<file path="src/rtl/core/agsg_pkg.sv">
// shared constants and types for the anagram signature grouper
`default_nettype none

package agsg_pkg;

  localparam int ALPHABET      = 26;
  localparam int LETTER_W      = 7;
  localparam int LETTER_BASE   = 97;
  localparam int MAX_WORD_LEN  = 24;
  localparam int LEN_W         = $clog2(MAX_WORD_LEN + 2);
  localparam int BIN_W         = $clog2(ALPHABET);
  localparam int COUNT_W       = 16;
  localparam int INDEX_OUT_W   = 6;
  localparam int GROUPS_OUT_W  = 7;
  localparam int MAX_GROUPS_DEF = 64;

  localparam logic [COUNT_W-1:0] COUNT_MAX = '1;

  typedef struct packed {
    logic [ALPHABET-1:0][LEN_W-1:0] hist;
    logic [LEN_W-1:0]               len;
  } sig_t;

  typedef struct packed {
    logic               valid;
    logic               matched;
    logic               new_grp;
    logic [COUNT_W-1:0] count;
    sig_t               sig;
  } token_t;

  function automatic logic [COUNT_W-1:0] sat_inc(input logic [COUNT_W-1:0] val);
    sat_inc = (val == COUNT_MAX) ? val : val + 1'b1;
  endfunction

endpackage

`default_nettype wire

</file>
<file path="src/rtl/core/agsg_word.sv">
// letter histogram and length of the word being collected
`default_nettype none

module agsg_word
  import agsg_pkg::*;
(
  input  wire logic                clk,
  input  wire logic                rst,
  input  wire logic                add,
  input  wire logic                clear,
  input  wire logic [LETTER_W-1:0] code,
  output sig_t                     sig_next
);

  sig_t sig;
  logic letter_ok;
  logic [LETTER_W-1:0] offset;
  logic [BIN_W-1:0] bin;

  assign letter_ok = (code >= LETTER_W'(LETTER_BASE)) &&
                     (code < LETTER_W'(LETTER_BASE + ALPHABET));
  assign offset = code - LETTER_W'(LETTER_BASE);
  assign bin = offset[BIN_W-1:0];

  always_comb begin
    sig_next = sig;
    if (add && letter_ok && (sig.len <= LEN_W'(MAX_WORD_LEN))) begin
      sig_next.len = sig.len + 1'b1;
      if (sig.len < LEN_W'(MAX_WORD_LEN)) begin
        sig_next.hist[bin] = sig.hist[bin] + 1'b1;
      end
    end
  end

  always_ff @(posedge clk) begin
    if (rst || clear) begin
      sig <= '0;
    end else begin
      sig <= sig_next;
    end
  end

endmodule

`default_nettype wire

</file>
<file path="config.mk">
export PLATFORM = sky130hd
export DESIGN_NAME = agsg_word
export DESIGN_NICKNAME = d
export VERILOG_FILES = /design/src/rtl/core/agsg_pkg.sv /design/src/rtl/core/agsg_word.sv
export SDC_FILE = /design/constraint.sdc
export NUM_CORES = 1
export LEC_CHECK = 0
export BUFFER_PORTS_ARGS = -buffer_cell sky130_fd_sc_hd__buf_2
export CORE_MARGIN = 4
export CORE_UTILIZATION = 50
export CTS_CLUSTER_DIAMETER = 150
export CTS_CLUSTER_SIZE = 12
export DETAILED_ROUTE_END_ITERATION = 10
export PLACE_DENSITY = 0.76
export SYNTH_ARGS = -nofsm -noshare
export SYNTH_HDL_FRONTEND = slang
export SYNTH_SLANG_ARGS = --single-unit
export TNS_END_PERCENT = 100
</file>
<file path="constraint.sdc">
create_clock -name clk -period 5.8 [get_ports clk]
set_input_delay 0.29 -clock clk [delete_from_list [all_inputs] [get_ports clk]]
set_output_delay 0.29 -clock clk [all_outputs]
set_load 0.05 [all_outputs]
</file>
==> results of run 1 <==
[metal layers]
layer | GRT usage, % | wire (um)
met5 | 0 | 0
met1 | 36.7 | 9720
met2 | 41.8 | 10400
met3 | 5.57 | 1900
met4 | 8.95 | 559
[tightest hold or removal path, delay by kind of cell (launching register included)]
family          cells  cell delay [ns]
simple gates        1             0.07
compound gates      1             0.06
flops               1             0.31
[cells by family after synthesis]
logic type | share of synthesized area, %
xor gates and xnor gates | 1.86
muxes | 18.1
and+or+nand+nor | 23.5
AOI/OAI and AO/OA | 14.2
adders and majority gates | 1.49
DFF | 35.8
buffers and inverters | 5.06
[path summary, 6_finish.rpt]
kind	from	to	depth (start not counted)
worst min register to register	sig[34]$_SDFF_PP0_	sig[34]$_SDFF_PP0_	2
worst max register to register	sig[96]$_SDFF_PP0_	sig[49]$_SDFF_PP0_	10
worst max-delay path	code[1]	sig_next[9]	14
worst min-delay path	sig[34]$_SDFF_PP0_	sig[34]$_SDFF_PP0_	2
[synthesized netlist by cell type, types with 10 or more instances]
cell type,number
a211oi_1,26
mux4_2,23
mux2_2,57
mux2i_1,10
nand2_1,95
and2_1,87
nor2_1,70
o21ai_0,39
a31oi_1,20
a21oi_1,54
buf_2,18
dfxtp_1,135
nand3_1,51
nor2_2,11
clkbuf_1,25
[final cells by class]
type,instances,share of cell area [%]
clock buffers,19,5.14
flip-flops and latches,135,30.7
repair buffers,152,8.98
clock inverters,13,1.41
multi-input cells,631,50.9
well taps,184,2.61
inverters,6,0.256
[power breakdown]
| group | switching (uW) | internal [uW] |
|---|---|---|
| clock network | 438 | 615 |
| logic | 154 | 59.3 |
| registers | 0.506 | 928 |
| total | 592 | 1600 |
[through the flow]
stage                     worst slack, ns  hold WS (ns)  total power, uW  cell area (um2)  std cells
final                                1.04         0.489             2190             8810       1140
after global routing                0.631         0.533             2260             8810       1140
after CTS                            1.11         0.497             2190             8810       1140
after detailed placement             1.12         0.486             1160             8230       1108
after global placement               1.24         0.501             1160             8230       1108
after floorplan                     0.699         0.457             1110             7550        832
==> results_dict.tcl, run 1 <==
set metrics [dict create \
    ctsResizeCount 0 \
    fin_util_pct 60.1 \
    antenna_found_initial 0 \
    cts_made_buffers 17 \
    r2r_slack_ns 2.69 \
    ys_seq_elements 135 \
    clkLatencyLatePin_ns 0.43 \
    drv_slew 0 \
    io_pins 146 \
    n_fill_cell 1289 \
    cts_max_level 4 \
    leakagePower_uw 0.00380 \
    worstPathCellList "buf_2 -> inv_1 -> ha_1 -> xnor2_1 -> nand2_1 -> and3_1 -> nor4_2 -> ha_1 -> inv_1 -> a31oi_1 -> nor2b_4 -> mux2_2 -> nand2_1 -> buf_2" \
    start_kind "primary input" \
    synth_top_cells_by_area "dfxtp_1 (36%), mux2_2 (8.5%), and2_1 (7.2%)" \
    rsz0062_at_grt "no" \
    die_y_um 131 \
    wirelength_um 22600 \
    syn_to_final_growth_pct 16.7 \
    mostFrequentLayoutCell "buf_2" \
    multi_input_area_um2 4480 \
    syn_nets 852 \
    synth_seq_area_share_pct 35.8 \
    cp_max_fo 26 \
    critPathSlowestCell "xnor2_1" \
    cp.arrival_ns 4.47 \
    dp_hpwl_um 15900 \
    fmax_mhz 210 \
    grt-ovfl-total 0 \
    period_needed_ns 4.76 \
    drive_gt1_share_pct 31.6 \
    outcome "complete, no violations" \
    skew_ns 0.00786 \
    ys_async_sr_fraction_pct 0 \
    syn_area_um2 7550 \
    die_x_um 131 \
    critical_path_class "in2out" \
    core_um2 14600 \
    setup_violations 0 \
    finalHoldViolations 0 \
    fp-row-count 44 \
    grt_first_pass_wirelength_um 34900 \
    fin_setup_tns_ns 0 \
    cts_setup_buffers 0 \
    power_per_cell_area_nw_per_um2 249 \
    reg_top3 "sig x135" \
    ctsHoldBuffers 0 \
    cts_buffer_depth 2 \
    io_buffer_count 145 \
    synth_top_area_share_pct 35.8 \
    irDropWorstVdd_mv 0.206 \
    root_buffer "clkbuf_16" \
    layout_common_cells "buf_2 (145), dfxtp_1 (135), nand2_1 (95), and2_1 (87), nor2_1 (69)" \
    dieArea_um2 17100 \
    grt_max_degree 84 \
    syn_area_per_cell_um2 9.07 \
    ys.flop_type "dfxtp_1" \
    hp-class "reg2reg" \
    clkSinkCount 135 \
    synth_cells 832 \
    top_register "sig" \
    routabilityCongestion 0.933 \
    clk_pin_slew_ns 0.06 \
    slowest_delay_ns 0.76 \
    tightest_slew_ns 1.17 \
    drc_errors 0 \
    drv_cap 0 \
    dr.pass1.iters 5 \
    vias 6846 \
    drtIter0Drc 662 \
    yosys_warnings 0 \
    ant_nets 0 \
    period_share_pct 82.1 \
    avgViaCountPerCell 6.01 \
    critPathCaptureType "output pin" \
    ff_latch_area_um2 2700 \
    path_buf_inv 4 \
    max_slew_margin_pct 21.8 \
    avgRoutedWirePerCell_um 19.8 \
    synth_edf_count 0 \
    largest_reg_flops 135 \
    diodes 0 \
    path_delay_family "simple AND/OR/NAND/NOR gates" \
    nets 963 \
    grt_pass1_vias 6473 \
    cts_tree "built" \
    yosys.area.top_type "dfxtp_1" \
    yosysUniqueCellTypes 57 \
    gr-usage-all-layers_pct 26.6 \
    initial_core_util_pct 51.5 \
    cp_data_required_time_ns 5.51 \
]
Note: power is estimated with default switching activity, not from simulation.
==> run 2: changes to the inputs <==
Clock period 5.8 ns to 4.71 ns, I/O delays scaled along.
==> results_dict.tcl, run 2 (same netlist as run 1, synthesis figures left out) <==
set metrics [dict create \
    cts_setup_buffers 0 \
    drive_gt1_share_pct 32.9 \
    drtIter0Drc 599 \
    ant_nets 0 \
    cp_max_fo 19 \
    period_needed_ns 4.30 \
    top_register "sig" \
    irDropWorstVdd_mv 0.354 \
    gr-usage-all-layers_pct 27.2 \
    n_fill_cell 1278 \
    fp-row-count 44 \
    ctsHoldBuffers 0 \
    multi_input_area_um2 4480 \
    largest_reg_flops 135 \
    cts_max_level 4 \
    reg2reg_from "sig[101]$_SDFF_PP0_" \
    wirelength_um 23100 \
    grt_first_pass_wirelength_um 35600 \
    hp-class "reg2reg" \
    finalHoldViolations 0 \
    cp.arrival_ns 4.06 \
    crit_start "code[1]" \
    leakagePower_uw 0.00393 \
    root_buffer "clkbuf_16" \
    layout_common_cells "buf_2 (145), dfxtp_1 (135), nand2_1 (95), and2_1 (87), nor2_1 (69)" \
    use_met2_pct 42.6 \
    diodes 0 \
    outcome "complete, no violations" \
    fmax_mhz 233 \
    hold_path_startpoint "sig[34]$_SDFF_PP0_" \
    setup_violations 0 \
    clkLatencyLatePin_ns 0.43 \
    die_y_um 131 \
    antenna_found_initial 0 \
    placedCellCount 1126 \
    vias 6898 \
    cts_tree "built" \
    busiest_layer "met2" \
    cts_made_buffers 17 \
    io_pins 146 \
    syn_to_final_growth_pct 19.3 \
    drv_cap 0 \
    cts_buffer_depth 2 \
    clk_pin_slew_ns 0.06 \
    period_share_pct 91.2 \
    reg_top3 "sig x135" \
    ff_latch_area_um2 2700 \
    path_delay_family "simple AND/OR/NAND/NOR gates" \
    design_area_um2 9010 \
    io_buffer_count 145 \
    slowest_delay_ns 0.55 \
    nets 981 \
    mostFrequentLayoutCell "buf_2" \
    critPathCaptureType "output pin" \
    rsz0062_at_grt "no" \
    drv_slew 0 \
    dieArea_um2 17100 \
    start_kind "primary input" \
    grt-ovfl-total 0 \
    die_x_um 131 \
    worstPathCellList "buf_2 -> inv_1 -> ha_1 -> o21ba_2 -> o21ai_0 -> nand2_1 -> and3_1 -> nor4_2 -> ha_1 -> inv_1 -> a31oi_1 -> nor2b_4 -> mux2_2 -> nand2_1 -> buf_2" \
    avgViaCountPerCell 5.96 \
    ctsResizeCount 0 \
    critical_path_class "in2out" \
    avgRoutedWirePerCell_um 20.0 \
    dr.pass1.iters 5 \
    skew_ns 0.00679 \
    fin_cells 1158 \
    critPathSlowestCell "ha_1" \
    path_buf_inv 4 \
    clkSinkCount 135 \
    initial_core_util_pct 51.5 \
    core_um2 14600 \
    place_area_um2 8370 \
    grt_pass1_vias 6612 \
    drc_errors 0 \
    dp_hpwl_um 16300 \
    power_per_cell_area_nw_per_um2 319 \
    grt_max_degree 84 \
    use_met1_pct 37.0 \
    routabilityCongestion 0.907 \
    tightest_slew_ns 1.07 \
    cp_data_required_time_ns 4.47 \
    max_slew_margin_pct 28.9 \
    met3_usage_pct 6.75 \
]
## run 2: cell count changes in the layout (fill, tap and decap cells not counted)
cell	delta
buf_4	+18
bufinv_16	+3
inv_6	+4
inv_8	+1
clkinv_4	-2
clkinv_2	-1
clkinvlp_4	-3
clkbuf_8	-2
## run 2: through the flow
stage / util (%) / hold WS [ns] / setup WS, ns / total power [uW] / setup TNS (ns)
4_1_cts: 61.5 / 0.491 / 0.482 / 2870 / 0
2_1_floorplan: - / 0.457 / -0.282 / 1370 / -2.26
6_report: 61.5 / 0.496 / 0.412 / 2870 / 0
3_5_place_dp: 57.1 / 0.486 / 0.493 / 1440 / 0
5_1_grt: 61.5 / 0.515 / 0.148 / 2950 / 0
3_3_place_gp: 57.1 / 0.480 / 0.578 / 1430 / 0
## run 2: cell type report
type                            count  share of cell area, %
Sequential cell                   135                   30.0
Multi-Input combinational cell    631                   49.8
Inverter                            6                  0.250
Clock inverter                     15                   2.39
Tap cell                          184                   2.56
Timing Repair Buffer              170                   10.3
Clock buffer                       17                   4.72
## run 2: per-layer routing
| metal | part of all wire, % | wire [um] |
|---|---|---|
| met5 | 0 | 0 |
| met4 | 2.3 | 542 |
| met3 | 8.1 | 1890 |
| met2 | 47 | 11000 |
| met1 | 42 | 9740 |
## run 2: final timing paths
path	endpoint	slack [ns]	cells after the start
max	sig_next[84]	0.41	15
min	sig[34]$_SDFF_PP0_	0.50	2
max reg2reg	sig[49]$_SDFF_PP0_	1.82	10
min reg2reg	sig[34]$_SDFF_PP0_	0.50	2
## run 2: power by group
part	total (uW)	switching [uW]	leakage (uW)	internal (uW)
Combinational	274	193	0.00254	80.6
Clock	1450	551	0.000309	901
Sequential	1140	0.592	0.00109	1140
## run 2: tightest hold or removal path: stages, from the launching register on
cell and delay [ns]:
dfxtp_1 0.31, nand2_1 0.07, a31oi_1 0.07
