==> config.mk <==
export PLATFORM = sky130hd
export DESIGN_NAME = agsg_cell
export DESIGN_NICKNAME = d
export VERILOG_FILES = /design/src/rtl/core/agsg_pkg.sv /design/src/rtl/core/agsg_cell.sv
export SDC_FILE = /design/constraint.sdc
export NUM_CORES = 1
export LEC_CHECK = 0
export ABC_AREA = 0
export BUFFER_PORTS_ARGS = -buffer_cell sky130_fd_sc_hd__buf_2
export CAP_MARGIN = 20
export CORE_ASPECT_RATIO = 1.2
export CORE_MARGIN = 1
export CORE_UTILIZATION = 40
export CTS_CLUSTER_SIZE = 12
export DETAILED_ROUTE_END_ITERATION = 16
export GPL_TIMING_DRIVEN = 0
export HOLD_SLACK_MARGIN = 0.02
export PLACE_DENSITY = 0.65
export SLEW_MARGIN = 20
export SYNTH_ARGS = -nofsm -noshare
export SYNTH_HDL_FRONTEND = slang
export SYNTH_SLANG_ARGS = --single-unit
==> constraint.sdc <==
create_clock -name clk -period 5.95 [get_ports clk]
set_clock_uncertainty 0.15 [all_clocks]
set_input_delay 0.2975 -clock clk [delete_from_list [all_inputs] [get_ports clk]]
set_output_delay 0.2975 -clock clk [all_outputs]
set_load 0.005 [all_outputs]
==> src/rtl/core/agsg_pkg.sv <==
// shared constants and types for the anagram signature grouper
`default_nettype none

package agsg_pkg;

  localparam int ALPHABET      = 26;
  localparam int LETTER_W      = 7;
  localparam int LETTER_BASE   = 97;
  localparam int MAX_WORD_LEN  = 24;
  localparam int LEN_W         = $clog2(MAX_WORD_LEN + 2);
  localparam int BIN_W         = $clog2(ALPHABET);
  localparam int COUNT_W       = 16;
  localparam int INDEX_OUT_W   = 6;
  localparam int GROUPS_OUT_W  = 7;
  localparam int MAX_GROUPS_DEF = 64;

  localparam logic [COUNT_W-1:0] COUNT_MAX = '1;

  typedef struct packed {
    logic [ALPHABET-1:0][LEN_W-1:0] hist;
    logic [LEN_W-1:0]               len;
  } sig_t;

  typedef struct packed {
    logic               valid;
    logic               matched;
    logic               new_grp;
    logic [COUNT_W-1:0] count;
    sig_t               sig;
  } token_t;

  function automatic logic [COUNT_W-1:0] sat_inc(input logic [COUNT_W-1:0] val);
    sat_inc = (val == COUNT_MAX) ? val : val + 1'b1;
  endfunction

endpackage

`default_nettype wire

==> src/rtl/core/agsg_cell.sv <==
// one group slot of the search chain: stored signature and member count
`default_nettype none

module agsg_cell
  import agsg_pkg::*;
#(
  parameter int IDX_W = INDEX_OUT_W
) (
  input  wire logic             clk,
  input  wire logic             rst,
  input  wire logic             occupied,
  input  wire logic [IDX_W-1:0] cell_index,
  input  wire token_t           tin,
  input  wire logic [IDX_W-1:0] idx_in,
  output token_t                tout,
  output logic      [IDX_W-1:0] idx_out
);

  sig_t               sig;
  logic [COUNT_W-1:0] members;
  logic               hit;
  logic               alloc;
  logic [COUNT_W-1:0] members_inc;

  assign hit   = tin.valid && !tin.matched && occupied && (sig == tin.sig);
  assign alloc = tin.valid && !tin.matched && !occupied;
  assign members_inc = sat_inc(members);

  always_ff @(posedge clk) begin
    if (alloc) begin
      sig     <= tin.sig;
      members <= COUNT_W'(1);
    end else if (hit) begin
      members <= members_inc;
    end
  end

  always_ff @(posedge clk) begin
    if (rst) begin
      tout.valid <= 1'b0;
    end else begin
      tout.valid <= tin.valid;
    end
    tout.matched <= tin.matched || hit || alloc;
    tout.new_grp <= tin.new_grp || alloc;
    tout.sig     <= tin.sig;
    if (alloc) begin
      tout.count <= COUNT_W'(1);
      idx_out    <= cell_index;
    end else if (hit) begin
      tout.count <= members_inc;
      idx_out    <= cell_index;
    end else begin
      tout.count <= tin.count;
      idx_out    <= idx_in;
    end
  end

endmodule

`default_nettype wire

==> impl_metrics.env, run 1 <==
export IMPL_finalSetupTns_ns=0
export IMPL_r2r_slack_ns=2.51
export IMPL_start_kind="primary input"
export IMPL_hold_path_class="primary input to register"
export IMPL_status="completed"
export IMPL_synth_nets=827
export IMPL_row_count=63
export IMPL_final_hold_viol_count=0
export IMPL_ys_types=38
export IMPL_min_period_over_period_pct=58.7
export IMPL_synth_top_area_share_pct=39.9
export IMPL_synthTopCellsByArea="edfxtp_1 40%, dfxtp_1 35%, xor2_1 11%, mux2i_1 3.4%, nor4_1 1.8%"
export IMPL_core_area_sq_um=24800
export IMPL_period_minus_slack_ns=3.49
export IMPL_place_gp_congestion=0.775
export IMPL_avgSynthCellArea_sq_um=15.5
export IMPL_rsz0062_at_grt="no"
export IMPL_overflow=0
export IMPL_finalSetupViolCount=0
export IMPL_cts_made_buffers=30
export IMPL_peakVddDrop_mv=0.265
export IMPL_grt_first_pass_wirelength_mm=37.4
export IMPL_worstMarginPinSlew_ns=1.01
export IMPL_synth_largest_area_cell="edfxtp_1"
export IMPL_power_w=0.00447
export IMPL_clk_pin_slew_worst_paths_ns=0.06
export IMPL_drc_errors=0
export IMPL_pin_count=329
export IMPL_clock_sinks=311
export IMPL_critPathMaxStageDelay_ns=0.70
export IMPL_clock_latency_ns=0.54
export IMPL_crit_type="primary input to register"
export IMPL_ctsLongestPathBuffers=3
export IMPL_grt_max_degree=57
export IMPL_postSynthCellCount=657
export IMPL_min_to="tout[0]$_DFF_P_"
export IMPL_leakage_nw=6.40
export IMPL_max_freq_mhz=286
export IMPL_first_global_vias=7466
export IMPL_critPathSlowestCell="nor4_4"
export IMPL_synthesis_area_sq_um=10200
export IMPL_ys_warnings_count=0
export IMPL_die_w_microns=147
export IMPL_diodes=0
export IMPL_required_ns=6.22
export IMPL_nFillCells=1905
export IMPL_min_from="tin[0]"
export IMPL_dr_pass1_iters=4
export IMPL_cts_tree="done"
export IMPL_nNetsFinal=1356
export IMPL_vias_per_cell=4.60
export IMPL_maxCapViolCount=0
export IMPL_arrival_ns=3.76
export IMPL_cts_setup_buffers=0
export IMPL_r2r_cells=8
export IMPL_p_per_area_nw_per_um2=302
export IMPL_synth_seq_cells=311
export IMPL_drive_gt1_share_pct=31.0
export IMPL_post_cts_resized=0
export IMPL_crit_path_end_kind="register"
export IMPL_crit_chain="dlygate4sd3_1 > buf_2 > xor2_1 > nor4_1 > nand4_1 > nor4_4 > nand3_2 > buf_6 > a31o_1 > dlygate4sd3_1"
export IMPL_h_tree_depth=1
export IMPL_final_antenna_net_count=0
export IMPL_hold_depth=2
export IMPL_antenna_found_initial=0
export IMPL_critPathMaxFanout=10
export IMPL_first_iter_violations=285
export IMPL_synth_edf_count=135
export IMPL_place_port_buffers=328
export IMPL_clockRootBuffer="clkbuf_16"
export IMPL_maxSlewHeadroom_pct=31.9
export IMPL_final_cell_area_sq_um=14800
export IMPL_start_util_pct=40.9
export IMPL_crit_top_cell="dlygate4sd3_1"
export IMPL_placed_cell_area_sq_um=12300
export IMPL_ys_async_sr_fraction_pct=0
export IMPL_timing_rr_end="idx_out[1]$_DFF_P_"
export IMPL_fp_dieH_microns=177
export IMPL_track_usage_pct=18.1
export IMPL_dieArea_sq_um=26000
export IMPL_dpl_hpwl_mm=15.3
export IMPL_ys_seq_area_share_pct=74.6
export IMPL_wire_per_inst_microns=15.7
export IMPL_synthFlopType="dfxtp_1"
export IMPL_drv_slew=0
export IMPL_syn_to_final_growth_pct=46.0
export IMPL_vias=7058
export IMPL_drt_wl_total_mm=24.1
export IMPL_worstReg2RegStart="sig[123]$_DFFE_PP_"
[synthesized netlist by cell type (7+ instances only)]
master	count
and2_1	7
dfxtp_1	176
edfxtp_1	135
inv_1	9
mux2i_1	34
nand2_1	40
nand2b_1	8
nand4_1	12
nor4_1	30
xnor2_1	14
xor2_1	124
[per-layer routing]
layer,part of all wire [%],vias to the layer above,GRT usage [%]
li1,-,3391,-
met1,39,3353,20.4
met2,52,257,33.1
met3,5.4,57,3.54
met4,3.0,0,7.60
met5,0,-,0
[flip-flops by register name, indices dropped and copies added (netlist names)]
| register | count |
|---|---|
| tout | 154 |
| idx_out | 6 |
| members | 16 |
| sig | 135 |
[per-stage QoR]
step	hold WS [ns]	cells	util [%]	worst slack [ns]
after floorplan	0.175	657	-	0.718
after global placement	0.289	1310	49.2	-1.32
after detailed placement	0.288	1312	49.4	2.65
after CTS	0.250	1534	59.7	2.17
after global routing	0.268	1534	59.7	2.33
final	0.276	1534	59.7	2.46
[logic make-up (layout without fill, tap and decap cells)]
family | Yosys count | in the layout | synth area share, %
DFF | 311 | 311 | 74.6
xor gates and xnor gates | 138 | 138 | 11.9
and+or+nand+nor | 131 | 131 | 7.26
muxes | 34 | 34 | 3.35
AOI/OAI and AO/OA | 22 | 22 | 1.80
buffers and inverters | 20 | 572 | 0.973
adders and majority gates | 1 | 1 | 0.123
[layout by cell type (no fill, tap or decap), types with 2 or more instances in the layout]
cell type | netlist | layout
and2_1 | 7 | 7
edfxtp_1 | 135 | 135
dfxtp_1 | 176 | 176
a21oi_1 | 2 | 2
nor2b_1 | 3 | 3
nand2_1 | 40 | 40
nor4_4 | 1 | 2
nor3b_1 | 2 | 2
nor4_1 | 30 | 30
xor2_1 | 124 | 124
dlygate4sd3_1 | 0 | 167
o21ai_0 | 3 | 3
nand3_1 | 6 | 6
or3_1 | 3 | 3
nand2b_1 | 8 | 8
buf_6 | 3 | 3
nor3_1 | 5 | 5
xnor2_1 | 14 | 14
mux2i_1 | 34 | 34
o2111ai_1 | 2 | 2
clkbuf_1 | 6 | 26
a41o_1 | 6 | 6
buf_16 | 0 | 2
clkbuf_8 | 0 | 2
nand4_1 | 12 | 12
buf_2 | 1 | 329
a31o_1 | 6 | 6
clkbuf_16 | 0 | 31
nor2_1 | 6 | 6
inv_1 | 9 | 9
[repair_timing]
action,CTS,global route
endpoints found under the hold margin,295,0
hold buffers,167,0
setup endpoints to repair,0,0
[worst max-delay path: cells and delay by family]
| kind | cells | cell delay, ns |
|---|---|---|
| AO/OA/AOI/OAI | 1 | 0.23 |
| XOR/XNOR | 1 | 0.16 |
| buffers and inverters | 4 | 1.45 |
| AND/OR/NAND/NOR | 4 | 1.61 |
[worst max-delay path by stage]
stage	startpoint	to	cells after the start	slack, ns
2_1_floorplan	tin[153]	idx_out[0]$_DFF_P_	7	0.72
3_3_place_gp	tin[153]	idx_out[1]$_DFF_P_	8	-1.32
3_5_place_dp	tin[123]	members[11]$_SDFFE_PP0P_	9	2.65
4_1_cts	tin[123]	idx_out[3]$_DFF_P_	10	2.17
5_1_grt	tin[123]	idx_out[1]$_DFF_P_	10	2.33
6_report	tin[123]	idx_out[1]$_DFF_P_	10	2.46
[report_power, final]
group	switching, W	total [W]	leakage (nW)	internal, W
registers	0.0000321	0.00237	2.72	0.00234
logic	0.000159	0.000362	3.26	0.000203
clock network	0.000752	0.00174	0.425	0.000990
total	0.000942	0.00447	6.40	0.00353
[area by class of cell]
type                    count  area [sq um]  area share, %
flip-flops and latches    311          7580           51.1
plain buffers              10          65.1          0.439
clock inverters             1          5.00         0.0337
repair buffers            497          3370           22.7
inverters                  10          37.5          0.253
clock buffers              54           882           5.95
multi-input cells         326          2490           16.8
well taps                 325           407           2.74
(Power assumes the default switching activity.)
==> run 2, diff against run 1 <==
--- a/config.mk
+++ b/config.mk
@@ -5,7 +5,7 @@
 export SDC_FILE = /design/constraint.sdc
 export NUM_CORES = 1
 export LEC_CHECK = 0
-export ABC_AREA = 0
+export ABC_AREA = 1
 export BUFFER_PORTS_ARGS = -buffer_cell sky130_fd_sc_hd__buf_2
 export CAP_MARGIN = 20
 export CORE_ASPECT_RATIO = 1.2
@@ -15,7 +15,7 @@
 export DETAILED_ROUTE_END_ITERATION = 16
 export GPL_TIMING_DRIVEN = 0
 export HOLD_SLACK_MARGIN = 0.02
-export PLACE_DENSITY = 0.65
+export PLACE_DENSITY = 0.68
 export SLEW_MARGIN = 20
 export SYNTH_ARGS = -nofsm -noshare
 export SYNTH_HDL_FRONTEND = slang
==> constraint.sdc (replaced) <==
create_clock -name clk -period 3.1 [get_ports clk]
set_clock_uncertainty 0.15 [all_clocks]
set_input_delay 0.155 -clock clk [delete_from_list [all_inputs] [get_ports clk]]
set_output_delay 0.155 -clock clk [all_outputs]
set_load 0.005 [all_outputs]
==> run 2 against run 1 <==
Core utilization rose by 0.34 points. First-iteration DRC count fell by 21%. Sequential power rose by 92%. Clock power rose by 98%. Largest cell class unchanged.
==> impl_metrics.env, run 2 <==
export IMPL_core_area_sq_um=25500
export IMPL_finalSetupViolCount=0
export IMPL_postCtsHoldBufs=169
export IMPL_yosys_top_cells_count="176 x dfxtp_1, 176 x nand2_1, 135 x edfxtp_1"
export IMPL_place_gp_congestion=0.789
export IMPL_place_inst=1499
export IMPL_hold_depth=4
export IMPL_syn_to_final_growth_pct=47.3
export IMPL_drc_errors=0
export IMPL_drive_gt1_share_pct=29.6
export IMPL_pin_count=329
export IMPL_die_w_microns=149
export IMPL_track_usage_pct=18.7
export IMPL_arrival_ns=2.96
export IMPL_drv_slew=0
export IMPL_p_per_area_nw_per_um2=572
export IMPL_period_minus_slack_ns=2.64
export IMPL_r2r_slack_ns=0.46
export IMPL_synth_edf_count=135
export IMPL_start_util_pct=40.8
export IMPL_required_ns=3.42
export IMPL_timing_rr_end="idx_out[0]$_DFF_P_"
export IMPL_row_count=64
export IMPL_crit_path_end_kind="register"
export IMPL_drt_wl_total_mm=25.3
export IMPL_ys_seq_area_share_pct=72.7
export IMPL_top_regs="tout x154, sig x135, members x16"
export IMPL_vias_per_cell=4.44
export IMPL_crit_type="register to register"
export IMPL_first_iter_violations=225
export IMPL_mostFrequentLayoutCells="333 x buf_2, 176 x dfxtp_1, 174 x nand2_1, 169 x dlygate4sd3_1, 135 x edfxtp_1"
export IMPL_maxSlewHeadroom_pct=54.2
export IMPL_synthTopCellsByArea="edfxtp_1 39%, dfxtp_1 34%, xnor2_1 7.6%, nand2_1 6.3%, xor2_1 2.6%"
export IMPL_grt_max_degree=29
export IMPL_leakage_nw=6.70
export IMPL_max_freq_mhz=379
export IMPL_dr_pass1_iters=4
export IMPL_antenna_found_initial=0
export IMPL_synth_seq_cells=311
export IMPL_vias=7665
export IMPL_cts_setup_buffers=0
export IMPL_final_antenna_net_count=0
export IMPL_post_cts_resized=0
export IMPL_grt_first_pass_wirelength_mm=39.0
export IMPL_cts_tree="done"
export IMPL_h_tree_depth=1
export IMPL_cts_made_buffers=31
export IMPL_ctsLongestPathBuffers=3
export IMPL_synthesis_area_sq_um=10400
export IMPL_peakVddDrop_mv=0.478
export IMPL_seq_area_sq_um=7580
export IMPL_dpl_hpwl_mm=16.3
export IMPL_finalSetupTns_ns=0
export IMPL_nNetsFinal=1541
export IMPL_wire_per_inst_microns=14.6
export IMPL_fin_cells=1726
export IMPL_place_port_buffers=328
export IMPL_top_register="tout"
export IMPL_r2r_cells=13
export IMPL_dieArea_sq_um=26700
export IMPL_multiInputGateArea_sq_um=2610
export IMPL_postSynthCellCount=835
export IMPL_power_w=0.00878
export IMPL_nFillCells=1962
export IMPL_min_from="tin[153]"
export IMPL_first_global_vias=7957
export IMPL_fp_dieH_microns=179
export IMPL_clockRootBuffer="clkbuf_16"
export IMPL_min_period_over_period_pct=85.1
export IMPL_critPathMaxFanout=10
export IMPL_largest_reg_flops=154
export IMPL_ys_async_sr_fraction_pct=0
export IMPL_clock_sinks=311
export IMPL_synth_largest_area_cell="edfxtp_1"
export IMPL_synth_nets=1005
export IMPL_worstReg2RegStart="sig[42]$_DFFE_PP_"
export IMPL_worstMarginPinSlew_ns=0.685
export IMPL_min_to="sig[44]$_DFFE_PP_"
export IMPL_clk_pin_slew_worst_paths_ns=0.06
export IMPL_rsz0062_at_grt="no"
export IMPL_avgSynthCellArea_sq_um=12.5
export IMPL_maxCapViolCount=0
export IMPL_status="completed"
export IMPL_clock_latency_ns=0.55
export IMPL_start_kind="register"
export IMPL_synthFlopType="dfxtp_1"
export IMPL_overflow=0
export IMPL_post_route_util_pct=60.1
export IMPL_synth_top_area_share_pct=38.9
export IMPL_ys_types=28
export IMPL_ys_warnings_count=0
export IMPL_hold_path_class="primary input to register"
export IMPL_layout_commonest_cell="buf_2"
export IMPL_final_hold_viol_count=0
## run 2: area by class of cell
type                            instances  area share, %
Sequential cell                       311           49.4
Timing Repair Buffer                  503           22.7
Multi-Input combinational cell        456           17.0
Clock buffer                           52           5.70
Tap cell                              330           2.69
Inverter                               57           1.48
Buffer                                 11          0.742
Clock inverter                          5          0.334
Antenna cell                            1         0.0163
## run 2: worst max path at each step
stage                             from                  endpoint  depth (start not counted)
6_report             sig[42]$_DFFE_PP_        idx_out[0]$_DFF_P_                         13
4_1_cts              sig[32]$_DFFE_PP_        idx_out[2]$_DFF_P_                         11
3_3_place_gp                  tin[152]        idx_out[4]$_DFF_P_                          9
2_1_floorplan                 tin[152]  members[12]$_SDFFE_PP0P_                          8
3_5_place_dp   members[0]$_SDFFE_PP1P_      tout[141]$_SDFF_PP0_                         10
5_1_grt              sig[42]$_DFFE_PP_        idx_out[0]$_DFF_P_                         13
## run 2: cell families (layout without fill, tap and decap cells)
logic type / after synthesis / after routing / synth area share [%]
compound gates: 12 / 12 / 0.588
flops: 311 / 311 / 72.7
fa+ha+maj: 1 / 1 / 0.120
xor+xnor: 122 / 122 / 10.3
other cells: 0 / 1 / 0
buf+inv: 68 / 628 / 2.82
simple gates: 321 / 321 / 13.5
## run 2: worst max-delay path, stage by stage, from the launching register on
cell           delay [ns]
edfxtp_1             0.38
xnor2_1              0.16
nand2_1              0.08
nor2_1               0.11
nand2_1              0.07
nor2_1               0.15
nand2_1              0.09
nor2_1               0.22
nand3_2              0.15
buf_6                0.18
nand2_4              0.11
nand2_1              0.09
nand2_1              0.07
dlygate4sd3_1        0.56
## run 2: metal layers
metal / global-route usage [%] / vias up / share of wire (%)
met4: 6.25 / 0 / 2.6
met5: 0 / - / 0
li1: - / 3796 / -
met3: 3.46 / 52 / 5.8
met1: 20.5 / 3574 / 39
met2: 35.6 / 243 / 53
## run 2: per-stage QoR
step / hold slack (ns) / setup slack, ns / area [sq um]
after global placement: 0.145 / -1.42 / 12600
after CTS: 0.0335 / 0.407 / 15300
after detailed placement: 0.148 / 0.945 / 12700
after floorplan: 0.0327 / -0.175 / 10500
final: 0.0564 / 0.463 / 15300
after global routing: 0.0476 / 0.214 / 15300
## run 2: where the power goes
part / leakage [nW] / switching, W / internal (W) / total, W
Sequential: 2.72 / 0.0000688 / 0.00449 / 0.00456
Clock: 0.449 / 0.00146 / 0.00199 / 0.00345
Combinational: 3.53 / 0.000339 / 0.000437 / 0.000776
Total: 6.70 / 0.00187 / 0.00691 / 0.00878
